### src/hw/rtl/ihex_pkg.sv
// Shared constants, handshake structs and lookup functions for the HEX record loader.
// No dependencies; used by ihex_ctrl, ihex_dp and intel_hex_record_loader.
package ihex_pkg;

    localparam int STORE_WORDS = 1024;
    localparam int LINE_BYTES  = 256;
    localparam int STORE_AW    = $clog2(STORE_WORDS);
    localparam int LINE_PAIRS  = (LINE_BYTES + 1) / 2;  // even/odd byte banks
    localparam int COPY_PAIRS  = LINE_BYTES / 2;        // pairs with both bytes kept
    localparam int PAIR_AW     = $clog2(LINE_PAIRS);

    localparam logic [15:0] ERASED_WORD = 16'h3FFF;
    localparam logic [9:0]  COUNT_MAX   = 10'd1023;
    localparam logic [9:0]  END_LEN     = 10'd11;

    localparam logic [7:0] CH_CR    = 8'h0D;
    localparam logic [7:0] CH_LF    = 8'h0A;
    localparam logic [7:0] CH_COLON = 8'h3A;

    // command codes
    localparam logic [1:0] CMD_CHAR    = 2'd0;
    localparam logic [1:0] CMD_READ    = 2'd1;
    localparam logic [1:0] CMD_VERDICT = 2'd2;

    // line events
    localparam logic [1:0] EV_NONE     = 2'd0;
    localparam logic [1:0] EV_ACCEPTED = 2'd1;
    localparam logic [1:0] EV_REJECTED = 2'd2;
    localparam logic [1:0] EV_END      = 2'd3;

    // file verdicts
    localparam logic [1:0] VERDICT_PENDING = 2'd0;
    localparam logic [1:0] VERDICT_VALID   = 2'd1;
    localparam logic [1:0] VERDICT_INVALID = 2'd2;

    typedef struct packed {
        logic load_item;
        logic clear_step;
        logic exec;
        logic copy_step;
    } ctl_cmd_t;

    typedef struct packed {
        logic clear_last;
        logic out_free;
        logic need_copy;
        logic copy_last;
    } dp_sts_t;

    // non-hex characters count as zero
    function automatic logic [3:0] hex_value(input logic [7:0] c);
        logic [3:0] v;
        v = 4'd0;
        if (c inside {[8'h30:8'h39]}) begin
            v = c[3:0];
        end
        else if (c inside {[8'h41:8'h46], [8'h61:8'h66]}) begin
            v = 4'(c[3:0] + 4'd9);
        end
        return v;
    endfunction

    // text of the end record ":00000001FF"
    function automatic logic [7:0] end_char(input logic [3:0] idx);
        logic [7:0] ch;
        case (idx)
            4'd0:       ch = CH_COLON;
            4'd8:       ch = 8'h31;
            4'd9,
            4'd10:      ch = 8'h46;
            default:    ch = 8'h30;
        endcase
        return ch;
    endfunction

endpackage

### src/hw/rtl/ihex_ctrl.sv
// Sequencer for the HEX record loader: store clear, item execute, word copy.
// Depends on ihex_pkg; drives ihex_dp through ctl_cmd_t, reads dp_sts_t.
module ihex_ctrl (
    input  logic               clk,
    input  logic               rst_n,
    input  logic               in_valid,
    output logic               in_stall,
    output ihex_pkg::ctl_cmd_t ctl,
    input  ihex_pkg::dp_sts_t  sts
);

    typedef enum logic [4:0] {
        ST_CLEAR = 5'b00001,
        ST_IDLE  = 5'b00010,
        ST_EXEC  = 5'b00100,
        ST_COPY  = 5'b01000,
        ST_DRAIN = 5'b10000
    } state_t;

    state_t state_reg;
    state_t state_next;

    always_comb
    begin
        ctl        = '0;
        state_next = state_reg;
        case (state_reg)
            ST_CLEAR:
            begin
                ctl.clear_step = 1'b1;
                if (sts.clear_last)
                begin
                    state_next = ST_IDLE;
                end
            end
            ST_IDLE:
            begin
                if (in_valid)
                begin
                    ctl.load_item = 1'b1;
                    state_next    = ST_EXEC;
                end
            end
            ST_EXEC:
            begin
                // commit only when the result can go straight out
                if (sts.out_free)
                begin
                    ctl.exec   = 1'b1;
                    state_next = sts.need_copy ? ST_COPY : ST_IDLE;
                end
            end
            ST_COPY:
            begin
                ctl.copy_step = 1'b1;
                if (sts.copy_last)
                begin
                    state_next = ST_DRAIN;
                end
            end
            ST_DRAIN:
            begin
                state_next = ST_IDLE;  // last word write lands here
            end
            default:
            begin
                state_next = ST_IDLE;
            end
        endcase
    end

    always_ff @(posedge clk or negedge rst_n)
    begin
        if (!rst_n)
        begin
            state_reg <= ST_CLEAR;
        end
        else
        begin
            state_reg <= state_next;
        end
    end

    assign in_stall = (state_reg != ST_IDLE);

endmodule

### config.mk
export PLATFORM = sky130hd
export DESIGN_NAME = ihex_ctrl
export DESIGN_NICKNAME = d
export VERILOG_FILES = /design/src/hw/rtl/ihex_pkg.sv /design/src/hw/rtl/ihex_ctrl.sv
export SDC_FILE = /design/constraint.sdc
export NUM_CORES = 1
export LEC_CHECK = 0
export CAP_MARGIN = 20
export CORE_AREA = 2 2 39 41
export DETAILED_ROUTE_END_ITERATION = 10
export DIE_AREA = 0 0 41 43
export DONT_BUFFER_PORTS = 1
export PLACE_DENSITY = 0.32
export REMOVE_ABC_BUFFERS = 1
export SLEW_MARGIN = 10
export SYNTH_ARGS = -nofsm -noshare
export SYNTH_HDL_FRONTEND = slang
export SYNTH_SLANG_ARGS = --single-unit
### constraint.sdc
create_clock -name clk -period 4.05 [get_ports clk]
set_input_delay 0.2025 -clock clk [delete_from_list [all_inputs] [get_ports clk]]
set_output_delay 0.2025 -clock clk [all_outputs]
set_load 0.01 [all_outputs]
# Word level (Yosys, flattened, before mapping)
# Cells that the tools add are included.
dict set report word_totals {
  regBits 5
  latchBits 0
  ram_bits 0
  rom_bits 0
  input_bits 7
  elab_cells 23
  mem_count 0
}
dict set report op_classes {
  add_sub_neg 0
  mul 0
  n_div 0
  n_lt_le_gt_ge 0
  eq_ne 9
  n_shift 0
  n_mux 12
  n_bitwise 0
  n_reduce_logical 1
}
# op count
set ops {}
lappend ops {{$mux 5} 4}
lappend ops {{$pmux 5 s4} 1}
lappend ops {{$ne 2x2->1 const B} 4}
lappend ops {{$mux 1} 6}
lappend ops {{$eq 5x1->1 const B} 1}
lappend ops {{$eq 5x2->1 const B} 1}
lappend ops {{$eq 5x3->1 const B} 1}
lappend ops {{$eq 5x4->1 const B} 1}
lappend ops {{$ne 5x2->1 const B} 1}
lappend ops {{$mux 4} 1}
lappend ops {{$reduce_and 4->1} 1}

# Logic depth before layout (Yosys ltp)
dict set report logic_depth {
  depth_word 3
  depth_mapped 3
  ltp_nobuf 3
}

# Worst setup path after synthesis
# Ideal clock, no wire load.
dict set report synth_timing {
  path_type {flip-flop to output port}
  startpoint {register state_reg[4]}
  endpoint {output ctl[3] in the netlist's numbering}
  arrival_ns 1.354
  required_time_ns 3.848
  slack_ns 2.493
  stages_incl_launch_ff 4
  cell_sequence {dfrtp_1 or3_4 or3b_4 nor2_1}
}
# item line_no
set synth_rtl {}
lappend synth_rtl {{start: declaration} ihex_ctrl.sv:20} ;# state_t state_reg;
lappend synth_rtl {{start signal: assignment} ihex_ctrl.sv:80} ;# state_reg <= state_next;
lappend synth_rtl {{end: declaration} ihex_ctrl.sv:8} ;# output ihex_pkg::ctl_cmd_t ctl,

==> results.sh <==
export IMPL_vias=210
export IMPL_synth_seq_cells=5
export IMPL_wl_per_cell_um=12.46
export IMPL_clock_sinks=5
export IMPL_core_area_sq_mm=0.001384
export IMPL_grt_use_met1=0.1104
export IMPL_arrival_ns=1.65
export IMPL_timing_setup_tns_ns=0
export IMPL_ys_flop_type="dfrtp_1"
export IMPL_drt_iter0_drc=0
export IMPL_area_delta_synth_final_pct=23.56
export IMPL_synth_cell_types=19
export IMPL_die_area_sq_mm=0.001763
export IMPL_stdcell_count=48
export IMPL_start_kind="register"
export IMPL_htreeDepth=1
export IMPL_synth_area_top_cells="dfrtp_1, dfstp_2, and3b_1"
export IMPL_cp_required_ns=3.85
export IMPL_first_global_vias=212
export IMPL_path_max_fanout=4
export IMPL_crit_path_end="ctl[3]"
export IMPL_min_period_ns=1.855
export IMPL_gp_congestion=0.6647
export IMPL_clockBufferDepth=2
export IMPL_cts_tree="built"
export IMPL_cts_inserted_buffers=3
export IMPL_synth_edf_count=0
export IMPL_antenna_found_initial=0
export IMPL_drc_errors=0
export IMPL_r2r_start="state_reg[4]$_DFFE_PN0P_"
export IMPL_end_kind="primary output"
export IMPL_io_buffers=0
export IMPL_yosysTopAreaCell="dfrtp_1"
export IMPL_fillers=150
export IMPL_status="completed"
export IMPL_largest_reg_flops=5
export IMPL_final_cell_mix="dfrtp_1, clkbuf_4"
export IMPL_rr_worst_depth=3
export IMPL_cp_startpoint="state_reg[4]$_DFFE_PN0P_"
export IMPL_power_uw=219.1
export IMPL_grt_pass1_wl_um=972
export IMPL_slew_viol_final=0
export IMPL_rrSetupSlack_ns=2.61
export IMPL_drt_wl_total_um=598
export IMPL_clockRootBuffer="clkbuf_4"
export IMPL_reg2reg_to="state_reg[1]$_DFFE_PN0P_"
export IMPL_clock_latency_ns=0.24
export IMPL_final_antenna_net_count=0
export IMPL_p_leak_uw=0.0001610
export IMPL_min_period_over_period=0.4579
export IMPL_place_hpwl_um=509.4
export IMPL_diodes=0
export IMPL_grt_usage=0.08661
export IMPL_yosysWarnings=0
export IMPL_finalHoldViolations=0
export IMPL_rsz0062_at_grt="no"
export IMPL_nets=40
export IMPL_busiest_layer="met1"
export IMPL_fin_worst_skew_ns=0.0002399
export IMPL_synthCells=26
export IMPL_hold_class="in -> reg"
export IMPL_avgSynthCellArea_sq_um=10.83
export IMPL_fin_area_sq_um=347.8
export IMPL_drive_above_1_share=0.2188
export IMPL_num_rows=14
export IMPL_synthArstFlopShare=1.000
export IMPL_setup_viol=0
export IMPL_grt_max_degree=7
export IMPL_place_inst=42
export IMPL_syn_area_sq_um=281.5
export IMPL_seq_area_frac_synth=0.4489
export IMPL_drtPass1Iterations=1
export IMPL_maxSlewHeadroom=0.7309
export IMPL_clk_pin_slew_ns=0.04
export IMPL_powerDensity_mw_per_mm2=629.8
export IMPL_start_util=0.2034
export IMPL_place_area_sq_um=301.5
export IMPL_whs_ns=0.05317
export IMPL_cts_resized=0
export IMPL_die_height_um=43
export IMPL_cap_violations=0
export IMPL_final_common_cell="dfrtp_1"
export IMPL_max_freq_mhz=539.2
export IMPL_worst_slew_pin_slew_ns=0.4028
export IMPL_synth_top_cell_area_share=0.3556
export IMPL_ir_drop_v=0.0002126
export IMPL_use_met3=0.05236
export IMPL_boundaryPins=12
export IMPL_die_w_um=41
export IMPL_critPathKind="reg -> out"
export IMPL_grt_overflow=0
export IMPL_met2_usage=0.1031
export IMPL_via_per_inst=4.375
## final cells by class
type                    instances  area, sq um  share of cell area
well taps                      16        20.02             0.05755
flip-flops and latches          5        126.4              0.3633
inverters                       2        7.507             0.02158
repair buffers                  2        20.02             0.05755
clock buffers                   4        26.28             0.07554
multi-input cells              19        147.6              0.4245
## routing by layer
| layer | up-vias | part of all wire |
|---|---|---|
| met5 | - | 0 |
| met4 | 0 | 0 |
| met3 | 0 | 0.082 |
| met2 | 5 | 0.51 |
| met1 | 96 | 0.41 |
| li1 | 109 | - |
## synth_stat cells, types with 2 or more instances
library cell and count:
inv_1 2, nor2_1 2, and3b_1 2, and3_1 2, dfrtp_1 4
## repair_timing
| action | 4_1_cts | 5_1_grt |
|---|---|---|
| buffers inserted | 0 | 0 |
| hold endpoints to repair | 6 | 0 |
| hold buffers | 2 | 0 |
## cell families (layout without fill, tap and decap cells)
group,after synthesis,count (layout),share of synthesized area
AND/OR/NAND/NOR,14,14,0.3822
AO/OA/AOI/OAI,5,5,0.1422
flip-flops,5,5,0.4489
buffers and inverters,2,8,0.02668
## critical path: stages (launching register included)
cell,delay [ns]
dfrtp_1,0.38
or3_4,0.41
or3b_4,0.43
nor2_1,0.20
## worst min-delay path by stage
stage,startpoint,endpoint,slack [ns],cells past startpoint
after global placement,rst_n,state_reg[3]$_DFFE_PN0P_,-0.09,0
after CTS,in_valid,state_reg[1]$_DFFE_PN0P_,0.05,1
after global routing,in_valid,state_reg[1]$_DFFE_PN0P_,0.04,1
after detailed placement,rst_n,state_reg[3]$_DFFE_PN0P_,-0.09,0
final,in_valid,state_reg[1]$_DFFE_PN0P_,0.05,1
after floorplan,rst_n,state_reg[1]$_DFFE_PN0P_,-0.09,0
## power breakdown
| group | total (uW) | switching, uW | internal (uW) |
|---|---|---|---|
| logic | 86.8 | 41.8 | 45.0 |
| registers | 75.0 | 13.1 | 61.9 |
| clock network | 57.3 | 20.1 | 37.2 |
## through the flow
stage	setup WS, ns	util
2_1_floorplan	2.493	-
3_3_place_gp	2.433	0.2179
3_5_place_dp	2.436	0.2179
4_1_cts	2.172	0.2514
5_1_grt	2.129	0.2514
6_report	2.195	0.2514
No activity file was read; power rests on OpenSTA's default activity.
